==> src/rtl/lrv_pkg.sv <==
// Shared types and constants for the log range to realized volatility ratio block.
// Used by the front queue, the log unit, the back end and the top level.
package lrv_pkg;

    // One bar after classification by the front end.
    typedef struct packed {
        logic signed [31:0] high_price;
        logic signed [31:0] low_price;
        logic signed [31:0] close_price;
        logic               range_valid;
        logic               close_ok;
        logic               row_end;
    } bar_t;

    // Request to the log-ratio unit: ln(num/den), both positive Q16.16.
    typedef struct packed {
        logic        start;
        logic [30:0] num;
        logic [30:0] den;
    } ln_req_t;

    // Response of the log-ratio unit, result in signed Q4.28.
    typedef struct packed {
        logic               done;
        logic signed [31:0] result;
    } ln_rsp_t;

    // ln(2) in Q0.31.
    localparam logic [30:0] LN2_Q31 = 31'd1488522236;

    localparam int LOG_ITERS  = 32;
    localparam int SQRT_ITERS = 32;
    localparam int DIV_ITERS  = 48;

    // Position of the highest set bit of a 31-bit value.
    function automatic logic [4:0] msb_index(input logic [30:0] v);
        logic [4:0] idx;
        idx = 5'd0;
        for (int i = 0; i < 31; i++)
        begin
            if (v[i])
            begin
                idx = 5'(i);
            end
        end
        return idx;
    endfunction

endpackage

==> src/rtl/lrv_front.sv <==
// Input side: accepts bars, classifies the last price, and queues them.
// Depends on lrv_pkg for the queued bar type.
module lrv_front #(
    parameter int QUEUE_DEPTH = 4
) (
    input  logic                clk,
    input  logic                rst_n,
    input  logic                s_axis_tvalid,
    output logic                s_axis_tready,
    input  logic [95:0]         s_axis_tdata,   // high_price, low_price, close_price
    input  logic [1:0]          s_axis_tuser,   // range_valid, close_valid
    input  logic                s_axis_tlast,   // row_end
    output logic                q_valid,
    input  logic                q_ready,
    output lrv_pkg::bar_t       q_item
);
    import lrv_pkg::*;

    localparam int PTR_W = (QUEUE_DEPTH > 1) ? $clog2(QUEUE_DEPTH) : 1;
    localparam int CNT_W = $clog2(QUEUE_DEPTH + 1);

    bar_t             entry_reg [QUEUE_DEPTH];
    logic [PTR_W-1:0] wr_ptr_reg, wr_ptr_next;
    logic [PTR_W-1:0] rd_ptr_reg, rd_ptr_next;
    logic [CNT_W-1:0] count_reg, count_next;
    bar_t             in_bar;
    logic             push;
    logic             pop;

    // Classify the incoming bar: a last price counts only if present and positive.
    always_comb
    begin
        in_bar.high_price  = $signed(s_axis_tdata[31:0]);
        in_bar.low_price   = $signed(s_axis_tdata[63:32]);
        in_bar.close_price = $signed(s_axis_tdata[95:64]);
        in_bar.range_valid = s_axis_tuser[0];
        in_bar.close_ok    = s_axis_tuser[1] && ($signed(s_axis_tdata[95:64]) > 32'sd0);
        in_bar.row_end     = s_axis_tlast;
    end

    assign s_axis_tready = (count_reg != CNT_W'(QUEUE_DEPTH));
    assign push          = s_axis_tvalid && s_axis_tready;
    assign q_valid       = (count_reg != '0);
    assign pop           = q_valid && q_ready;
    assign q_item        = entry_reg[rd_ptr_reg];

    // Pointer and fill-count update.
    always_comb
    begin
        wr_ptr_next = wr_ptr_reg;
        rd_ptr_next = rd_ptr_reg;
        count_next  = count_reg;
        if (push)
        begin
            wr_ptr_next = (wr_ptr_reg == PTR_W'(QUEUE_DEPTH - 1)) ? '0 : wr_ptr_reg + 1'b1;
        end
        if (pop)
        begin
            rd_ptr_next = (rd_ptr_reg == PTR_W'(QUEUE_DEPTH - 1)) ? '0 : rd_ptr_reg + 1'b1;
        end
        if (push && !pop)
        begin
            count_next = count_reg + 1'b1;
        end
        else if (pop && !push)
        begin
            count_next = count_reg - 1'b1;
        end
    end

    always_ff @(posedge clk or negedge rst_n)
    begin
        if (!rst_n)
        begin
            wr_ptr_reg <= '0;
            rd_ptr_reg <= '0;
            count_reg  <= '0;
        end
        else
        begin
            wr_ptr_reg <= wr_ptr_next;
            rd_ptr_reg <= rd_ptr_next;
            count_reg  <= count_next;
        end
    end

    // Queue storage, payload only.
    always_ff @(posedge clk)
    begin
        if (push)
        begin
            entry_reg[wr_ptr_reg] <= in_bar;
        end
    end

endmodule

==> config.mk <==
export PLATFORM = sky130hd
export DESIGN_NAME = lrv_front
export DESIGN_NICKNAME = d
export VERILOG_FILES = /design/src/rtl/lrv_pkg.sv /design/src/rtl/lrv_front.sv
export SDC_FILE = /design/constraint.sdc
export NUM_CORES = 1
export LEC_CHECK = 0
export BUFFER_PORTS_ARGS = -buffer_cell sky130_fd_sc_hd__buf_2
export CORE_MARGIN = 5
export CORE_UTILIZATION = 55
export CTS_CLUSTER_SIZE = 28
export DETAILED_ROUTE_END_ITERATION = 6
export PLACE_DENSITY = 0.77
export SKIP_LAST_GASP = 1
export SYNTH_ARGS = -nofsm -noshare
export SYNTH_HDL_FRONTEND = slang
export SYNTH_SLANG_ARGS = --single-unit
==> constraint.sdc <==
create_clock -name clk -period 4.9 [get_ports clk]
set_input_delay 0.245 -clock clk [delete_from_list [all_inputs] [get_ports clk]]
set_output_delay 0.245 -clock clk [all_outputs]
set_load 0.005 [all_outputs]
==> impl_metrics.yaml, run 1 <==
logic_synthesis:
  synth.distinct_cells: 20
  synth-edff-count: 396
  ys_async_sr_fraction: 0.0174
  synth_compound_area_frac: 0.00118
  synth_ff_type: "edfxtp_1"
  avgSynthCellArea_um2: 26.1
  synth_nets: 676
  synth_warnings: 0
  synthTopCellsByCount: "edfxtp_1 (396), mux4_2 (99), buf_2 (11)"
  synth-simple-area-share: 0.00787
  synth_top_area_frac: 0.804
  synth_most_common_cell: "edfxtp_1"
  synthAdderAreaFrac: 0.00643
  synthTopCellsByArea: "edfxtp_1 (80%), mux4_2 (15%), dfrtp_1 (1.2%), buf_6 (0.76%), ha_1 (0.51%)"
  synth_area_um2: 14800
  ys_seq_area_frac: 0.816
  synthCells: 566
  synth-seq-cells: 403
  yosys.area.top_type: "edfxtp_1"
  synthMuxAreaShare: 0.155
  synth_top_family_by_area: "multiplexers"
  synthXorXnorAreaFrac: 0.00178
place:
  io_buffers: 203
  gp_congestion: 0.772
  dp_hpwl_mm: 18.3
  placed_cell_area_um2: 16200
power:
  powerDensity_nw_per_um2: 570
  seqPwrFrac: 0.464
  p_clk_frac: 0.269
  swShare: 0.275
  internal_power_uw: 7590
  p_comb_frac: 0.267
  ir_drop_mv: 0.730
  switchingPower_uw: 2880
  leakagePower_uw: 0.00635
timing:
  tns_ps: 0
  finClkSkew_ps: 9.63
  fmax_mhz: 335
  drv_slew: 0
  post-route-period-util: 0.609
  worstMarginPinSlew_ps: 1160
  setup_viol: 0
  final-hold-violation-count: 0
  rsz0062_at_grt: "no"
  relSlewSlack: 0.225
  min_period_ps: 2990
drt:
  drc: 0
  drt_wl_total_mm: 30.0
  wl_per_cell_um: 23.6
  dr.first_iter.drc_count: 649
  drtAntennaViolNets: 0
  viasPerCell: 5.68
  drt-pass1-iter-count: 5
  vias: 7218
setup_path:
  worst_ep_arrival_time_ps: 2740
  required_ps: 4660
  start_kind: "register"
  path_max_fanout: 79
  crit_type: "reg -> out"
  cp-end-kind: "output pin"
grt:
  grt_util_all_layers: 0.199
  first_global_vias: 7735
  antenna_found_initial: 0
  grt_max_degree: 103
  grt-ovfl-total: 0
  grt_pass1_wl_mm: 46.2
finish:
  nNetsFinal: 1008
  fillers: 1670
  area_growth_syn_to_layout_pct: 24.2
  drive_gt1_frac: 0.408
  seqCellArea_um2: 12100
  post-route-util: 0.688
  largest_reg_flops: 396
  multi_input_area_um2: 2550
  stdcell_area_um2: 18400
floorplan:
  initial_core_util: 0.554
  core_um2: 26700
  die_area_um2: 30300
  die_width_um: 174
  rows: 60
  die_h_um: 174
  boundaryPins: 204
clocking:
  clk_pin_slew_ps: 60
  clock_path_buffers: 3
  cts_buffers: 40
  cts_root_buffer: "clkbuf_16"
  cts_tree: "yes"
  clk-insertion-delay-late_ps: 520
  postCtsSetupBuffers: 0
  clkSinkCount: 403
  h-tree-depth: 2
min_path:
  min_path_type: "in -> async"
job:
  drv_cap: 0
status:
  outcome: "finished, final reports clean"
## path summary, 6_finish.rpt
kind | startpoint | endpoint | slack (ps) | cells after the start
worst max-delay path | rd_ptr_reg[1] | q_item[27] | 1910 | 3
worst min-delay path | rst_n | count_reg[0] | 90 | 2
worst max register to register | count_reg[0] | entry_reg[1][40] | 2280 | 4
worst min register to register | count_reg[2] | count_reg[2] | 530 | 1
max in group asynchronous | rst_n | rd_ptr_reg[1] | 4640 | 2
min in group clk | s_axis_tuser[1] | entry_reg[2][1] | 120 | 2
## cells in the final DEF, fill, tap and decap left out, types with 4 or more instances in the layout
cell type / synthesis / routed
buf_4: 0 / 9
mux2_2: 5 / 5
clkinv_1: 0 / 5
dfrtp_1: 7 / 5
inv_1: 4 / 4
dlygate4sd3_1: 0 / 99
nor2_1: 4 / 4
buf_2: 11 / 203
mux4_2: 99 / 99
clkbuf_1: 1 / 11
ha_1: 6 / 6
clkbuf_16: 0 / 41
edfxtp_1: 396 / 396
and2_4: 0 / 4
nor4_1: 8 / 8
clkinv_2: 0 / 10
## logic make-up (layout without fill, tap and decap cells)
logic type                 count (synthesis)  in the layout
AOI/OAI and AO/OA                          2              2
muxes                                    104            104
adders and majority gates                  7              7
buffers and inverters                     26            388
and+or+nand+nor                           21             21
other                                      0              1
DFF                                      403            403
xor gates and xnor gates                   3              3
## critical path, stage by stage, from the launching register on
cell     delay (ps)
dfrtp_4        1180
buf_4           480
mux4_2          360
buf_2           160
## metal layers
layer | track usage | wire (um)
met5 | 0 | 0
met4 | 0.0495 | 592
met3 | 0.0470 | 2160
met2 | 0.324 | 15100
met1 | 0.280 | 12200
## per-stage QoR
stage	hold WS, ps	instances	worst slack [ps]	power, uW
after floorplan	-50.6	566	1280	6620
after global placement	81.9	1098	2390	7620
after detailed placement	87.9	1098	2240	7730
after CTS	73.7	1269	1850	10600
after global routing	85.2	1269	1770	11000
final	85.9	1270	1910	10500
## what timing repair did
action | CTS | global route
gates resized for setup | 0 | 0
endpoints found under the hold margin | 396 | 0
hold buffers | 99 | 0
## final cells by class
class | count | area share
diodes | 1 | 0.000136
clock buffers | 54 | 0.0596
clock inverters | 18 | 0.00633
inverters | 4 | 0.000817
multi-input cells | 137 | 0.139
flip-flops and latches | 403 | 0.657
well taps | 341 | 0.0232
repair buffers | 312 | 0.114
## power by group through the flow
stage          registers, uW  clock network (uW)  logic (uW)
2_1_floorplan           4780                   0        1830
3_3_place_gp            4880                   0        2730
3_5_place_dp            4940                   0        2790
4_1_cts                 4870                2860        2870
5_1_grt                 4920                3030        3020
6_report                4860                2820        2790
Note: power is estimated with default switching activity, not from simulation.
==> run 2, diff against run 1 <==
--- a/config.mk
+++ b/config.mk
@@ -5,12 +5,13 @@
 export SDC_FILE = /design/constraint.sdc
 export NUM_CORES = 1
 export LEC_CHECK = 0
+export ABC_AREA = 1
 export BUFFER_PORTS_ARGS = -buffer_cell sky130_fd_sc_hd__buf_2
 export CORE_MARGIN = 5
-export CORE_UTILIZATION = 55
+export CORE_UTILIZATION = 52
 export CTS_CLUSTER_SIZE = 28
 export DETAILED_ROUTE_END_ITERATION = 6
-export PLACE_DENSITY = 0.77
+export PLACE_DENSITY = 0.76
 export SKIP_LAST_GASP = 1
 export SYNTH_ARGS = -nofsm -noshare
 export SYNTH_HDL_FRONTEND = slang
==> constraint.sdc (replaced) <==
create_clock -name clk -period 2.7 [get_ports clk]
set_input_delay 0.135 -clock clk [delete_from_list [all_inputs] [get_ports clk]]
set_output_delay 0.135 -clock clk [all_outputs]
set_load 0.005 [all_outputs]
==> run 2 against run 1 <==
Net effect:
- worst setup slack worse by 1800 ps
- final area increased by 3.8%
- first-iteration DRC count rose by 6.2%
- global-route usage is essentially flat
- clock power is 94% higher
- die area increased by 8.9%
- non-clock buffer count up 10
- critical path depth is 1 higher
- sequential power increased by 74%
- area after synthesis is 3.4% higher
- synthesized cell count increased by 84%
- combinational power rose by 140%
- critical endpoint is now q_item[81]
- highest routed layer unchanged
==> impl_metrics.yaml, run 2 <==
logic_synthesis:
  synth_ff_type: "edfxtp_1"
  synth_top_area_frac: 0.777
  ys_seq_area_frac: 0.788
  synthCells: 1041
  ys_async_sr_fraction: 0.0174
  synth_nets: 1151
  avgSynthCellArea_um2: 14.7
  synth_area_um2: 15300
  yosys.area.top_type: "edfxtp_1"
  synthTopCellsByArea: "edfxtp_1 (78%), o21ai_0 (5.5%), nor2_1 (5.4%), o22ai_1 (3.6%), buf_6 (1.2%)"
  synthTopCellsByCount: "edfxtp_1 (396), nor2_1 (220), o21ai_0 (169)"
  synth-seq-cells: 403
  synth_warnings: 0
  synth_most_common_cell: "edfxtp_1"
  synth-edff-count: 396
  synth.distinct_cells: 23
setup_path:
  start_kind: "register"
  worst_ep_arrival_time_ps: 2470
  required_ps: 2570
  cp-end-kind: "output pin"
  path_max_fanout: 200
  crit_type: "reg -> out"
clocking:
  h-tree-depth: 2
  postCtsSetupBuffers: 0
  cts_tree: "yes"
  clock_path_buffers: 3
  clk-insertion-delay-late_ps: 530
  clkSinkCount: 403
  clk_pin_slew_ps: 60
  cts_root_buffer: "clkbuf_16"
  cts_buffers: 42
timing:
  rsz0062_at_grt: "no"
  final-hold-violation-count: 0
  finClkSkew_ps: 14.8
  worstMarginPinSlew_ps: 1020
  relSlewSlack: 0.321
  min_period_ps: 2610
  setup_viol: 0
  drv_slew: 0
  tns_ps: 0
  fmax_mhz: 383
  post-route-period-util: 0.967
finish:
  area_growth_syn_to_layout_pct: 24.7
  fillers: 2026
  final_cell_mix: "edfxtp_1 (396), nor2_1 (216), buf_2 (203), o21ai_0 (169), dlygate4sd3_1 (101)"
  drive_gt1_frac: 0.222
  nNetsFinal: 1453
  post-route-util: 0.661
  largest_reg_flops: 396
  final_common_cell: "edfxtp_1"
grt:
  first_global_vias: 9942
  grt_max_degree: 201
  grt-ovfl-total: 0
  antenna_found_initial: 2
  grt_pass1_wl_mm: 52.8
  grt_util_all_layers: 0.199
place:
  gp_congestion: 0.751
  dp_hpwl_mm: 18.3
  io_buffers: 203
drt:
  dr.first_iter.drc_count: 689
  wl_per_cell_um: 19.0
  drc: 0
  drtAntennaViolNets: 0
  viasPerCell: 5.48
  drt_wl_total_mm: 33.4
  drt-pass1-iter-count: 5
  vias: 9648
floorplan:
  rows: 62
  boundaryPins: 204
  die_width_um: 182
  die_h_um: 182
  die_area_um2: 33000
  core_um2: 28900
  initial_core_util: 0.530
power:
  ir_drop_mv: 0.767
  powerDensity_nw_per_um2: 1080
  leakagePower_uw: 0.00667
job:
  drv_cap: 0
status:
  outcome: "finished, final reports clean"
min_path:
  min_path_type: "in -> reg"
-- run 2: changes by cell type in the layout (fill, tap and decap cells not counted), sizes merged, moves of 14 or more --
cell	delta
mux4	-99
nand2	+14
nor2	+226
o21ai	+200
o22ai	+99
-- run 2: stage by stage --
| step | std cells | cell area [um^2] | total power [uW] | setup WS (ps) | hold WS (ps) |
|---|---|---|---|---|---|
| after CTS | 1758 | 19100 | 20800 | 184 | 9.69 |
| after floorplan | 1041 | 15300 | 12600 | -1040 | -161 |
| after global routing | 1760 | 19100 | 21700 | 22.9 | 27.8 |
| after detailed placement | 1582 | 16700 | 15200 | 613 | -24.4 |
| final | 1761 | 19100 | 20600 | 90.3 | 32.3 |
| after global placement | 1582 | 16700 | 15000 | 673 | -26.3 |
-- run 2: area by class of cell --
cell class,count,area (um^2),area share
antenna,3,7.51,0.000394
clock buffer,51,1110,0.0580
clock inverter,24,206,0.0108
inverter,14,60.1,0.00315
multi-input combinational,560,2800,0.147
sequential,403,12100,0.633
tap,384,480,0.0252
timing repair buffer,322,2340,0.123
-- run 2: what timing repair did --
item | 4_1_cts | 5_1_grt
gates resized for setup | 0 | 0
hold endpoints to repair | 401 | 0
hold buffers | 101 | 0
-- run 2: power breakdown --
group	switching [uW]	internal (uW)	total, uW
Combinational	4270	2380	6650
Sequential	266	8220	8480
Clock	2260	3200	5460
Total	6800	13800	20600
-- run 2: per-layer routing --
| layer | vias to the layer above | track usage | share of wire |
|---|---|---|---|
| li1 | 4522 | - | - |
| met1 | 4782 | 0.255 | 0.40 |
| met2 | 276 | 0.348 | 0.52 |
| met3 | 68 | 0.0340 | 0.056 |
| met4 | 0 | 0.0630 | 0.026 |
| met5 | - | 0 | 0 |
-- run 2: worst paths after layout --
kind,slack (ps),cells past startpoint,to,startpoint
worst max-delay path,90,4,q_item[81],rd_ptr_reg[0]
worst min-delay path,30,3,entry_reg[2][1],s_axis_tuser[1]
worst max register to register,570,9,count_reg[1],count_reg[1]
worst min register to register,540,1,count_reg[0],count_reg[0]
max in group asynchronous,1870,3,rd_ptr_reg[0],rst_n
min in group asynchronous,560,3,count_reg[1],rst_n
-- run 2: logic make-up after synthesis --
kind of cell               count (synthesis)  share of synthesized area
DFF                                      403                      0.788
AOI/OAI and AO/OA                        302                      0.111
xor gates and xnor gates                   2                    0.00114
adders and majority gates                  7                    0.00621
buffers and inverters                     78                     0.0303
and+or+nand+nor                          249                     0.0630
-- run 2: worst max-delay path: stages, from the launching register on --
cell	delay [ps]
dfrtp_4	450
buf_12	480
o21ai_0	220
o22ai_1	290
buf_2	170
